**config.mk**
```make
export PLATFORM = sky130hd
export DESIGN_NAME = pi_aqm_drop_controller_unit
export DESIGN_NICKNAME = d
export VERILOG_FILES = /design/src/hdl/piaqm_pkg.sv /design/src/hdl/piaqm_dp.sv /design/src/hdl/piaqm_ctrl.sv /design/src/hdl/pi_aqm_drop_controller_unit.sv
export SDC_FILE = /design/constraint.sdc
export NUM_CORES = 2
export LEC_CHECK = 0
export BUFFER_PORTS_ARGS = -buffer_cell sky130_fd_sc_hd__buf_2
export CORE_MARGIN = 4
export CORE_UTILIZATION = 27
export CTS_BUF_LIST = sky130_fd_sc_hd__clkbuf_4 sky130_fd_sc_hd__clkbuf_8
export CTS_CLUSTER_SIZE = 24
export DETAILED_ROUTE_END_ITERATION = 8
export PLACE_DENSITY = 0.52
export REMOVE_ABC_BUFFERS = 1
export SLEW_MARGIN = 30
export SYNTH_ARGS = -nofsm -noshare
export SYNTH_HDL_FRONTEND = slang
export SYNTH_SLANG_ARGS = --single-unit
```
**constraint.sdc**
```tcl
create_clock -name i_clk -period 29.9 [get_ports i_clk]
set_input_delay 0 -clock i_clk [delete_from_list [all_inputs] [get_ports i_clk]]
set_output_delay 0 -clock i_clk [all_outputs]
set_load 0.005 [all_outputs]
```
**src/hdl/piaqm_pkg.sv**
```systemverilog
// shared types and constants for the pi aqm drop controller
// no dependencies
package piaqm_pkg;

    localparam int unsigned PROB_W  = 64;
    localparam int unsigned GAIN_W  = 60;
    localparam int unsigned CFG_W   = 60;
    localparam int unsigned CIDX_W  = 3;
    localparam int unsigned DIN_W   = 88;
    localparam int unsigned DOUT_W  = 88;
    localparam int unsigned USER_W  = 2;

    typedef enum logic [1:0] {
        ACT_ENQ  = 2'd0,
        ACT_DEQ  = 2'd1,
        ACT_TICK = 2'd2,
        ACT_NOP  = 2'd3
    } t_action;

    localparam logic [2:0] VERDICT_ACCEPT    = 3'd0;
    localparam logic [2:0] VERDICT_MARK      = 3'd1;
    localparam logic [2:0] VERDICT_EARLY     = 3'd2;
    localparam logic [2:0] VERDICT_OVERLIMIT = 3'd3;
    localparam logic [2:0] VERDICT_NONE      = 3'd4;

    localparam logic [CIDX_W-1:0] CFG_TARGET = 3'd0;
    localparam logic [CIDX_W-1:0] CFG_LIMIT  = 3'd1;
    localparam logic [CIDX_W-1:0] CFG_ALPHA  = 3'd2;
    localparam logic [CIDX_W-1:0] CFG_BETA   = 3'd3;
    localparam logic [CIDX_W-1:0] CFG_ECN    = 3'd4;
    localparam logic [CIDX_W-1:0] CFG_BYTE   = 3'd5;
    localparam logic [CIDX_W-1:0] CFG_MTU    = 3'd6;

    localparam logic [15:0]       RST_TARGET = 16'd50;
    localparam logic [15:0]       RST_LIMIT  = 16'd1000;
    localparam logic [GAIN_W-1:0] RST_ALPHA  = 60'd18220000000000;
    localparam logic [GAIN_W-1:0] RST_BETA   = 60'd18160000000000;
    localparam logic [15:0]       RST_MTU    = 16'd1514;

    typedef enum logic [2:0] {
        MS_A_LO = 3'd0,
        MS_A_HI = 3'd1,
        MS_B_LO = 3'd2,
        MS_B_HI = 3'd3,
        MS_Q_LO = 3'd4,
        MS_Q_HI = 3'd5
    } t_mul_sel;

    typedef struct packed {
        logic     load;
        logic     gain_clr;
        logic     div_start;
        logic     div_step;
        logic     div_last;
        logic     mul_en;
        t_mul_sel mul_sel;
        logic     commit;
    } t_dp_cmd;

    typedef struct packed {
        t_action action;
        logic    use_scale;
        logic    q_stale;
        logic    out_free;
    } t_dp_sts;

endpackage

```
**src/hdl/piaqm_dp.sv**
```systemverilog
// datapath: config registers, queue state, shared 32x17 multiplier, mtu divider
// depends on piaqm_pkg
module piaqm_dp
    import piaqm_pkg::*;
#(
    parameter int unsigned MAX_QUEUE_PACKETS = 65535
) (
    input  logic                i_clk,
    input  logic                i_rst_n,
    input  logic                i_cfg_we,
    input  logic [CIDX_W-1:0]   i_cfg_idx,
    input  logic [CFG_W-1:0]    i_cfg_data,
    input  logic [USER_W-1:0]   i_in_user,
    input  logic [DIN_W-1:0]    i_in_data,
    input  logic                i_out_ready,
    output logic                o_out_valid,
    output logic [DOUT_W-1:0]   o_out_data,
    input  t_dp_cmd             i_cmd,
    output t_dp_sts             o_sts
);

    localparam logic [15:0] MAX_Q = 16'(MAX_QUEUE_PACKETS);

    logic [15:0]       r_target, r_limit, r_mtu;
    logic [GAIN_W-1:0] r_alpha, r_beta;
    logic              r_ecn, r_byte;

    logic [PROB_W-1:0] r_prob;
    logic [15:0]       r_qlen, r_qold;

    t_action           r_act;
    logic [15:0]       r_size;
    logic              r_cap;
    logic [PROB_W-1:0] r_rnd;

    logic [PROB_W-1:0] r_ga, r_gb, r_acc;
    logic [PROB_W-1:0] r_divq;
    logic [16:0]       r_rem;
    logic              r_stale;

    logic signed [49:0] r_prod;
    t_mul_sel           r_prod_sel;
    logic               r_prod_vld;

    logic               r_out_vld;
    logic [DOUT_W-1:0]  r_out;

    logic signed [16:0] err_now, err_old, size_s, mul_y;
    logic [31:0]        mul_x;
    logic signed [49:0] mul_p;
    logic [PROB_W-1:0]  term;
    logic [16:0]        div_t;
    logic               div_ge;
    logic [PROB_W:0]    sum65;
    logic [PROB_W-1:0]  after, p_use;
    logic               positive, overlimit, hit;
    logic [2:0]         verdict;
    logic               empty;
    logic [15:0]        qlen_n;
    logic [PROB_W-1:0]  prob_n;
    logic               use_scale;

    assign err_now = $signed({1'b0, r_qlen}) - $signed({1'b0, r_target});
    assign err_old = $signed({1'b0, r_qold}) - $signed({1'b0, r_target});
    assign size_s  = $signed({1'b0, r_size});
    assign use_scale = r_byte && (r_mtu != 16'd0) && (r_size <= r_mtu);

    always_comb begin
        case (i_cmd.mul_sel)
            MS_A_LO: begin mul_x = r_ga[31:0];    mul_y = err_now; end
            MS_A_HI: begin mul_x = r_ga[63:32];   mul_y = err_now; end
            MS_B_LO: begin mul_x = r_gb[31:0];    mul_y = err_old; end
            MS_B_HI: begin mul_x = r_gb[63:32];   mul_y = err_old; end
            MS_Q_LO: begin mul_x = r_divq[31:0];  mul_y = size_s;  end
            default: begin mul_x = r_divq[63:32]; mul_y = size_s;  end
        endcase
    end
    assign mul_p = $signed({1'b0, mul_x}) * mul_y;

    always_comb begin
        term = {{(PROB_W-50){r_prod[49]}}, r_prod};
        if (r_prod_sel == MS_A_HI || r_prod_sel == MS_B_HI || r_prod_sel == MS_Q_HI) begin
            term = {term[31:0], 32'd0};
        end
    end

    assign div_t  = {r_rem[15:0], r_divq[63]};
    assign div_ge = div_t >= {1'b0, r_mtu};

    // commit-time results
    always_comb begin
        sum65    = {1'b0, r_prob} + {1'b0, r_acc};
        positive = (r_acc != '0) && !r_acc[63];
        after    = sum65[PROB_W-1:0];
        if (positive && sum65[PROB_W]) begin
            after = '1;
        end else if (!positive && (after > r_prob)) begin
            after = '0;
        end
        p_use     = use_scale ? r_acc : r_prob;
        overlimit = (r_qlen >= r_limit) || (r_qlen >= MAX_Q);
        hit       = r_rnd < p_use;
        verdict   = VERDICT_NONE;
        empty     = 1'b0;
        qlen_n    = r_qlen;
        prob_n    = r_prob;
        case (r_act)
            ACT_ENQ: begin
                if (overlimit) begin
                    verdict = VERDICT_OVERLIMIT;
                end else if (hit && !(r_ecn && r_cap)) begin
                    verdict = VERDICT_EARLY;
                end else begin
                    verdict = hit ? VERDICT_MARK : VERDICT_ACCEPT;
                    qlen_n  = r_qlen + 16'd1;
                end
            end
            ACT_DEQ: begin
                if (r_qlen == 16'd0) begin
                    empty = 1'b1;
                end else begin
                    qlen_n = r_qlen - 16'd1;
                end
            end
            ACT_TICK: prob_n = after;
            default: ;
        endcase
    end

    always_ff @(posedge i_clk) begin
        if (!i_rst_n) begin
            r_target   <= RST_TARGET;
            r_limit    <= RST_LIMIT;
            r_alpha    <= RST_ALPHA;
            r_beta     <= RST_BETA;
            r_ecn      <= 1'b0;
            r_byte     <= 1'b0;
            r_mtu      <= RST_MTU;
            r_prob     <= '0;
            r_qlen     <= '0;
            r_qold     <= '0;
            r_divq     <= '0;
            r_stale    <= 1'b0;
            r_prod_vld <= 1'b0;
            r_out_vld  <= 1'b0;
        end else begin
            if (i_cfg_we) begin
                unique case (i_cfg_idx)
                    CFG_TARGET: r_target <= i_cfg_data[15:0];
                    CFG_LIMIT:  r_limit  <= i_cfg_data[15:0];
                    CFG_ALPHA:  r_alpha  <= i_cfg_data[GAIN_W-1:0];
                    CFG_BETA:   r_beta   <= i_cfg_data[GAIN_W-1:0];
                    CFG_ECN:    r_ecn    <= i_cfg_data[0];
                    CFG_BYTE:   r_byte   <= i_cfg_data[0];
                    CFG_MTU: begin
                        r_mtu   <= i_cfg_data[15:0];
                        r_stale <= 1'b1;
                    end
                    default: ;
                endcase
            end
            if (i_cmd.div_start) begin
                r_divq <= r_prob;
            end else if (i_cmd.div_step) begin
                r_divq <= {r_divq[62:0], div_ge};
            end
            if (i_cmd.div_last) begin
                r_stale <= 1'b0;
            end
            r_prod_vld <= i_cmd.mul_en;
            if (i_out_ready) begin
                r_out_vld <= 1'b0;
            end
            if (i_cmd.commit) begin
                r_out_vld <= 1'b1;
                r_prob    <= prob_n;
                r_qlen    <= qlen_n;
                if (r_act == ACT_TICK) begin
                    r_qold  <= r_qlen;
                    r_stale <= 1'b1;
                end
            end
        end
    end

    // payload registers
    always_ff @(posedge i_clk) begin
        if (i_cmd.load) begin
            r_act  <= t_action'(i_in_user);
            r_size <= i_in_data[15:0];
            r_cap  <= i_in_data[16];
            r_rnd  <= i_in_data[80:17];
        end
        if (i_cmd.gain_clr) begin
            // times 18 = times 16 plus times 2
            r_ga  <= {r_alpha, 4'd0} + {3'd0, r_alpha, 1'b0};
            r_gb  <= {r_beta, 4'd0} + {3'd0, r_beta, 1'b0};
            r_acc <= '0;
        end else if (r_prod_vld) begin
            if (r_prod_sel == MS_B_LO || r_prod_sel == MS_B_HI) begin
                r_acc <= r_acc - term;
            end else begin
                r_acc <= r_acc + term;
            end
        end
        if (i_cmd.div_start) begin
            r_rem <= '0;
        end else if (i_cmd.div_step) begin
            r_rem <= div_ge ? (div_t - {1'b0, r_mtu}) : div_t;
        end
        if (i_cmd.mul_en) begin
            r_prod     <= mul_p;
            r_prod_sel <= i_cmd.mul_sel;
        end
        if (i_cmd.commit) begin
            r_out <= {4'd0, qlen_n, prob_n, empty, verdict};
        end
    end

    assign o_out_valid     = r_out_vld;
    assign o_out_data      = r_out;
    assign o_sts.action    = r_act;
    assign o_sts.use_scale = use_scale;
    assign o_sts.q_stale   = r_stale;
    assign o_sts.out_free  = !r_out_vld || i_out_ready;

endmodule

```
**src/hdl/piaqm_ctrl.sv**
```systemverilog
// controller state machine: sequences divider, multiplier passes and commit
// depends on piaqm_pkg
module piaqm_ctrl
    import piaqm_pkg::*;
(
    input  logic    i_clk,
    input  logic    i_rst_n,
    input  logic    i_in_valid,
    output logic    o_in_ready,
    input  t_dp_sts i_sts,
    output t_dp_cmd o_cmd
);

    typedef enum logic [3:0] {
        S_IDLE, S_DISPATCH, S_DIV, S_TMUL0, S_TMUL1, S_TMUL2, S_TMUL3,
        S_TDRAIN, S_BMUL0, S_BMUL1, S_BDRAIN, S_FINAL
    } t_state;

    t_state     r_state, n_state;
    logic [5:0] r_cnt, n_cnt;

    always_comb begin
        n_state = r_state;
        n_cnt   = r_cnt;
        o_cmd   = '0;
        unique case (r_state)
            S_IDLE: begin
                o_cmd.load = i_in_valid;
                if (i_in_valid) begin
                    n_state = S_DISPATCH;
                end
            end
            S_DISPATCH: begin
                o_cmd.gain_clr = 1'b1;
                if (i_sts.action == ACT_TICK) begin
                    n_state = S_TMUL0;
                end else if (i_sts.action == ACT_ENQ && i_sts.use_scale) begin
                    o_cmd.div_start = i_sts.q_stale;
                    n_state = i_sts.q_stale ? S_DIV : S_BMUL0;
                end else begin
                    n_state = S_FINAL;
                end
            end
            S_DIV: begin
                o_cmd.div_step = 1'b1;
                o_cmd.div_last = (r_cnt == '1);
                n_cnt          = r_cnt + 6'd1;
                if (r_cnt == '1) begin
                    n_state = S_BMUL0;
                end
            end
            S_TMUL0: begin o_cmd.mul_en = 1'b1; o_cmd.mul_sel = MS_A_LO; n_state = S_TMUL1; end
            S_TMUL1: begin o_cmd.mul_en = 1'b1; o_cmd.mul_sel = MS_A_HI; n_state = S_TMUL2; end
            S_TMUL2: begin o_cmd.mul_en = 1'b1; o_cmd.mul_sel = MS_B_LO; n_state = S_TMUL3; end
            S_TMUL3: begin o_cmd.mul_en = 1'b1; o_cmd.mul_sel = MS_B_HI; n_state = S_TDRAIN; end
            S_TDRAIN: n_state = S_FINAL;
            S_BMUL0: begin o_cmd.mul_en = 1'b1; o_cmd.mul_sel = MS_Q_LO; n_state = S_BMUL1; end
            S_BMUL1: begin o_cmd.mul_en = 1'b1; o_cmd.mul_sel = MS_Q_HI; n_state = S_BDRAIN; end
            S_BDRAIN: n_state = S_FINAL;
            S_FINAL: begin
                o_cmd.commit = i_sts.out_free;
                if (i_sts.out_free) begin
                    n_state = S_IDLE;
                end
            end
            default: n_state = S_IDLE;
        endcase
    end

    always_ff @(posedge i_clk) begin
        if (!i_rst_n) begin
            r_state <= S_IDLE;
            r_cnt   <= '0;
        end else begin
            r_state <= n_state;
            r_cnt   <= n_cnt;
        end
    end

    assign o_in_ready = (r_state == S_IDLE);

endmodule

```
**src/hdl/pi_aqm_drop_controller_unit.sv**
```systemverilog
// path from input beat to result beat: load, dispatch and commit for enqueue, dequeue and no-op;
// an update tick adds the alpha and beta multiplier passes and a drain, a byte-mode enqueue the quotient
// passes and a drain, plus the 64-step divider first when the quotient is stale (after each tick or mtu write)
// one item in flight; a new beat is taken once the result sits in the output register
// synchronous active-low reset: config to defaults, probability and counts to zero
module pi_aqm_drop_controller_unit
    import piaqm_pkg::*;
#(
    parameter int unsigned MAX_QUEUE_PACKETS = 65535
) (
    input  logic               i_clk,
    input  logic               i_rst_n,
    input  logic               i_cfg_we,
    input  logic [CIDX_W-1:0]  i_cfg_idx,
    input  logic [CFG_W-1:0]   i_cfg_data,
    input  logic               s_axis_tvalid,
    output logic               s_axis_tready,
    // pkt_len[15:0], ecn_capable[16], random_word[80:17], zero pad
    input  logic [DIN_W-1:0]   s_axis_tdata,
    // action[1:0]
    input  logic [USER_W-1:0]  s_axis_tuser,
    output logic               m_axis_tvalid,
    input  logic               m_axis_tready,
    // verdict[2:0], dequeue_empty[3], drop_probability[67:4], queue_count[83:68], zero pad
    output logic [DOUT_W-1:0]  m_axis_tdata
);

    t_dp_cmd cmd;
    t_dp_sts sts;

    piaqm_ctrl u_ctrl (
        .i_clk      (i_clk),
        .i_rst_n    (i_rst_n),
        .i_in_valid (s_axis_tvalid),
        .o_in_ready (s_axis_tready),
        .i_sts      (sts),
        .o_cmd      (cmd)
    );

    piaqm_dp #(
        .MAX_QUEUE_PACKETS (MAX_QUEUE_PACKETS)
    ) u_dp (
        .i_clk       (i_clk),
        .i_rst_n     (i_rst_n),
        .i_cfg_we    (i_cfg_we),
        .i_cfg_idx   (i_cfg_idx),
        .i_cfg_data  (i_cfg_data),
        .i_in_user   (s_axis_tuser),
        .i_in_data   (s_axis_tdata),
        .i_out_ready (m_axis_tready),
        .o_out_valid (m_axis_tvalid),
        .o_out_data  (m_axis_tdata),
        .i_cmd       (cmd),
        .o_sts       (sts)
    );

endmodule

```
Word level (Yosys, flattened, before mapping)
Index checks and enable logic that the tools add are counted.
Widths: inputs -> output; s select.

storage, ports and cells
  flip-flop bits (word level) = 771
  bits in latches = 0
  RAM bits = 0
  ROM bits = 0
  input bits = 158
  output and inout bits = 90
  logic and storage cells = 156
  memories kept = 0

operators by class
  add/subtract/negate cells = 11
  multipliers = 1
  divide/modulo/power cells = 0
  $lt $le $gt $ge = 6
  eq/ne operators = 31
  shifts and indexed selects = 0
  multiplexer cells = 40
  bitwise logic cells = 0
  reduce and logical (&&, ||, !) cells = 38

operators with widths
  cell                   count
  $mux 64                8
  $pmux 32 s5            1
  $add 64x61->64         2
  $add 64x64->65         1
  $add 64x64->64         1
  $gt 64x64->1           1
  $lt 64x64->1           1
  $mux 16                4
  $reduce_bool 64->1     1
  $sub 64x64->64         1
  $mul 33x17->50         1
  $pmux 4 s11            1
  $pmux 17 s2            1
  $sub 16x16->17         2
  $pmux 16 s2            1
  $mux 4                 6
  $pmux 4 s6             1
  $eq 3x2->1 const B     6
  $ge 17x16->1           1
  $add 16x1->16 const B  1
  $eq 4x3->1 const B     4
  $eq 4x4->1 const B     4
  $ge 16x16->1           1
  $ge 16x16->1 const B   1
  other kinds (28)       75

Depth between registers and ports, before layout
  depth in word-level cells = 9
  mapped depth = 43
  mapped depth without buffers = 39

Modules after synthesis
A second synthesis with hierarchy kept.

unflattened totals
  cells, all modules = 7959
  area total of the unflattened synthesis = 68745.9 µm²

by module, submodules not included
  module      times used  cells each  area each (µm²)  sequential area each (µm²)
  piaqm_dp    1           7872        68006.5          18657.9
  piaqm_ctrl  1           87          739.5            200.2

Worst setup path after synthesis
Ideal clock, no wire load.

  path kind = flip-flop to flip-flop
  from = register u_ctrl.r_state[0]
  to = register u_dp.r_prod[36] (data pin)
  library setup time = 261 ps
  data arrival time = 9614 ps
  required time = 29639 ps
  path slack = 20025 ps
  stages on the path, launching flop included = 37
  path buffers = 4
  clock period less this slack = 9875 ps
  cells stage by stage = dfxtp_1 > clkbuf_1 > inv_1 > nor3_1 > clkbuf_1 > nor2_1 > clkbuf_1 > mux2_2 > ha_1 > a21o_1 > or3_1 > o2111ai_1 > nand2_1 > o41ai_1 > o21ai_1 > inv_1 > clkbuf_1 > nand2_1 > fa_1 > fa_1 > inv_1 > fa_1 > fa_1 > fa_1 > inv_1 > fa_1 > inv_1 > ha_1 > o21a_1 > o21ai_0 > nor3_1 > o211ai_1 > nor3b_1 > a211oi_1 > o21ai_0 > a21oi_1 > a311o_1

between the ends
  word-level cells in the longest chain between the ends = 6
  elaborated cells on any way between the ends = 17
  classes of those cells = mul: 1; eq/ne: 10; mux: 3; reduce/logical: 3

ends and longest elaborated chain
  item                                RTL line          text
  from (decl)                         piaqm_ctrl.sv:19  t_state r_state, n_state;
  from (signal assigned)              piaqm_ctrl.sv:75  r_state <= n_state;
  $eq 4x4->1 (tied with other cells)  piaqm_ctrl.sv:26  unique case (r_state)
  $pmux 4 s6 *                        piaqm_ctrl.sv:26
  $eq 3x2->1 (tied with other cells)  piaqm_dp.sv:69    case (i_cmd.mul_sel)
  $reduce_or 2->1 (no line)           -
  $pmux 17 s2                         piaqm_dp.sv:69
  $mul 33x17->50 *                    piaqm_dp.sv:78    assign mul_p = $signed({1'b0, mul_x}) * mul_y;
  net u_dp.mul_p[36]                  piaqm_dp.sv:50    logic signed [49:0] mul_p;
  to (signal assigned)                piaqm_dp.sv:212   r_prod <= mul_p;
  to (decl)                           piaqm_dp.sv:41    logic signed [49:0] r_prod;

Mark *: on every way through the listed nets, which the timed path passes. The rest lies on a longest branch.
A chain may end at the register's enable or synchronous reset.

==> implementation parameters <==
Parameter                              Value

Outcome
  Status ... completed

Clock tree
  Number of H-tree levels ... 4
  Sink Count ... 769
  Clock tree from TritonCTS ... done
  Maximum buffer depth of the clock tree ... 3
  # Post-CTS Setup Buffers ... 0
  CTS clock-pin slew for the worst setup and hold paths ... 0.06 ns
  Root Buffer ... sky130_fd_sc_hd__clkbuf_8
  Cts-stage hold buffer count ... 337
  TritonCTS Buffers ... 148
  Insertion delay to the later sink of the worst-skew pair ... 0.94 ns
  Number of instances resized during post-cts repair ... 0

STA
  Total count of hold-check failures in the final report ... 0
  Setup tns final ... 0 ns
  Relative slew slack ... 0.3400
  Clock period minus worst slack ... ~13 ns
  Unrepaired setup endpoints after global routing ... false
  Endpoints failing setup ... 0
  Final worst-path cycle share ... 0.4226
  Max frequency ... 0.07914 GHz
  Measured slew at the worst slew-check pin ... 0.9863 ns
  Final setup skew ... about 0.067 ns
  Number of max-slew violations in the final report ... 0

Die
  Die area ... 264100 um^2
  Height of the die ... about 510 um
  FP Rows ... 185
  Area inside the core boundary ... between 200000 and 300000 um^2
  Number of top-level design ports ... 248
  Effective utilization at floorplan ... 0.2716
  Die width ... 513.9 um

Place
  Total half-perimeter wirelength after legalization and detailed placement ... 211.7 mm
  Input/output buffers ... ~240
  Routability-driven placement congestion ratio ... about 0.93

Synth
  Library cell occupying the most area in the post-synthesis netlist ... sky130_fd_sc_hd__edfxtp_1
  Share of the synthesized netlist area taken by xor and xnor gates ... 0.04094
  Count of different cell masters after synthesis ... 88
  Mux cell area share after synthesis ... 0.02260
  Cells after synthesis ... approximately 8000
  Dominant synthesized flop cell ... sky130_fd_sc_hd__dfxtp_1
  Largest cells by area after synthesis ... sky130_fd_sc_hd__edfxtp_1 (15%), sky130_fd_sc_hd__fa_1 (13%), sky130_fd_sc_hd__dfxtp_1 (12%), sky130_fd_sc_hd__ha_1 (11%), sky130_fd_sc_hd__nand2_1 (6.1%)
  Synth Area per Inst ... approximately 8.5 um^2
  Main combinational cell family by area after synthesis ... adder cells
  Count of flip-flops with a built-in enable after synthesis ... 346
  Async set or reset register ratio after synthesis ... 0
  Yosys top cell area share ... 0.1504
  Simple logic cell fraction of the synthesized area ... 0.1678
  Adder-Cell Fraction of Synth Area ... 0.2394
  Fraction of the yosys area taken by sequential cells ... 0.2729
  Post-synthesis sequential element count ... 769
  Cell Area, Synth ... 69090 um^2
  Yosys warning count ... 0
  Area fraction in compound gates after synthesis ... 0.1922

GRT
  Overflow left after global routing ... 0
  First-pass GRT wire length ... 400.0 mm
  Antenna violations before repair ... 11
  Vias in the first global route ... between 60000 and 70000
  Aggregate global-route resource usage ... 0.1985
  Pin count of the biggest net entering global routing ... 113

Routing
  Pre-Repair DR Iteration Count ... 7
  Starting DRT DRC Count ... 5285
  Average detailed-routed wire length per instance ... 22.47 um
  Vias per cell ... 5.221
  Number of remaining DRC errors ... 0
  Antenna viol nets, final ... 0
  Total Wirelength ... 269.9 mm
  Via count ... 62710

Critical path
  Crit end category ... register
  Longest individual stage delay on the worst path ... between 0.9 and 1 ns
  Depth of the most critical reg-to-reg path ... 41
  Slowest stage cell on the critical path ... sky130_fd_sc_hd__dfxtp_1
  Worst EP arrival ... 13.29 ns
  Cell with the most instances on the worst path ... sky130_fd_sc_hd__inv_1
  Total number of cells along the worst setup path ... between 40 and 50
  Data required time at the worst endpoint ... 30.56 ns
  Cell type group with the largest total delay on the critical path ... compound AO/OA/AOI/OAI gates
  Startpoint types ... register
  Worst Path Class, Setup ... register to register
  Critical path fanouts, max ... 31
  CP Buf/Inv Count ... 9

Finish
  Layout filler cell count ... 26540
  Ratio of cells with drive above 1 in the final layout ... 0.07965
  # nets final ... between 9000 and 10000
  Area growth from synthesis to layout ... 16.37%

Hold path
  Worst hold path class ... input pin to register
  WHS Path Cells ... 4

Run
  Max_cap viols ... 0
[flip-flops by register name, indices dropped and copies added (netlist names), 2 cells and up]
register         flops
u_dp.r_limit        16
u_dp.r_mtu          16
u_dp.r_rem          16
u_dp.r_target       16
u_dp.r_beta         60
u_dp.r_qlen         16
u_dp.r_alpha        60
u_dp.r_act           2
u_dp.r_qold         16
u_dp.r_ga           63
u_dp.r_gb           63
u_dp.r_prod         50
u_dp.r_divq         64
u_dp.r_prod_sel      3
u_ctrl.r_state       4
u_dp.r_prob         64
u_ctrl.r_cnt         6
u_dp.r_size         16
u_dp.r_acc          64
u_dp.o_out_data     84
u_dp.r_rnd          64
[worst register-to-register path: cells and delay by family (launching register included)]
kind,cells,cell delay [ns]
adder cells (fa/ha/maj),8,3.52
multiplexers,1,0.72
AO/OA/AOI/OAI,15,4.19
AND/OR/NAND/NOR,7,1.49
flip-flops,1,0.96
XOR/XNOR,1,0.12
buffers and inverters,9,1.40
[logic make-up after synthesis]
kind of cell               Yosys count
xor gates and xnor gates           323
AOI/OAI and AO/OA                 2083
adders and majority gates         1049
buffers and inverters             1175
other                                1
and+or+nand+nor                   2575
DFF                                769
muxes                              154
[cells in the final DEF, fill, tap and decap left out, drive strengths merged, types with 100 or more instances in the layout]
cell	count
xor2	110
o21ai	396
inv	762
nand4	103
xnor2	213
edfxtp	346
a22oi	100
buf	322
a21oi	664
clkbuf	216
dfxtp	423
nor2	583
a21o	228
nor3	142
nand2	1117
dlygate4sd3	337
fa	455
mux2i	138
ha	594
a211oi	118
nand3	201
[through the flow]
| step | instances | worst slack, ns | hold slack (ns) | cell area [um^2] | util |
|---|---|---|---|---|---|
| 6_report | 12010 | 17.26 | 0.1277 | 80400 | 0.3161 |
| 5_1_grt | 12010 | 16.38 | 0.1164 | 80390 | 0.3160 |
| 4_1_cts | 12000 | 17.33 | 0.04271 | 80330 | 0.3158 |
| 3_5_place_dp | 11400 | 17.37 | 0.1785 | 73810 | 0.2901 |
| 3_3_place_gp | 11400 | 17.45 | 0.1780 | 73770 | 0.2900 |
| 2_1_floorplan | 7711 | 15.89 | 0.07183 | 67510 | - |
[Yosys cell counts (all sizes together), types with 11 or more instances]
cell     instances
a211o           21
o21ai          396
nand3b          14
and4            14
nor3           142
fa             455
nand2b          67
o31ai           39
mux2            16
or3             35
a211oi         118
a221oi          20
or4             14
mux2i          138
o22ai           11
a222oi          20
xnor2          213
a31oi           55
inv            753
and2            66
a22oi          100
nand2         1117
xor2           110
o2111ai         15
or2             21
o21a            93
a2111oi         17
dfxtp          423
nand4          103
a21oi          664
nor2           583
a21o           228
o211ai          87
clkbuf         398
nand3          201
o21bai          61
and3            61
ha             594
nor2b           52
a21boi          17
buf             23
nor4            59
edfxtp         346
nor3b           13
[final timing paths]
path	from	endpoint	slack (ns)
max reg2reg	u_ctrl.r_state[0]$_SDFFE_PN0P_	u_dp.r_prod[42]$_DFFE_PN_	17.26
min	m_axis_tready	u_dp.o_out_valid$_SDFFE_PN0P_	0.13
min reg2reg	u_dp.r_qold[15]$_SDFFE_PN0P_	u_dp.r_qold[15]$_SDFFE_PN0P_	0.45
max	u_ctrl.r_state[0]$_SDFFE_PN0P_	u_dp.r_prod[42]$_DFFE_PN_	17.26
[routing by layer]
layer  global-route usage  share of wire  vias up
met5                    0        0.00010        -
met4              0.07322          0.041        4
met3              0.03069          0.063      407
met2               0.3141           0.44     2205
met1               0.2729           0.45    30840
li1                     -              -    29250
[final cells by class]
class                           count  area, um^2  area share
Multi-Input combinational cell   6188       46090      0.5733
Sequential cell                   769       18860      0.2346
Inverter                          754        2845     0.03539
Tap cell                         3366        4212     0.05238
Timing Repair Buffer              659        5226     0.06500
Clock inverter                     52       485.5    0.006038
Clock buffer                      216        2666     0.03316
Antenna cell                        7       17.52   0.0002179
Power is left out: the tool's default activity adds up to more than one toggle a clock period on the data nets, which glitch-free logic cannot reach.
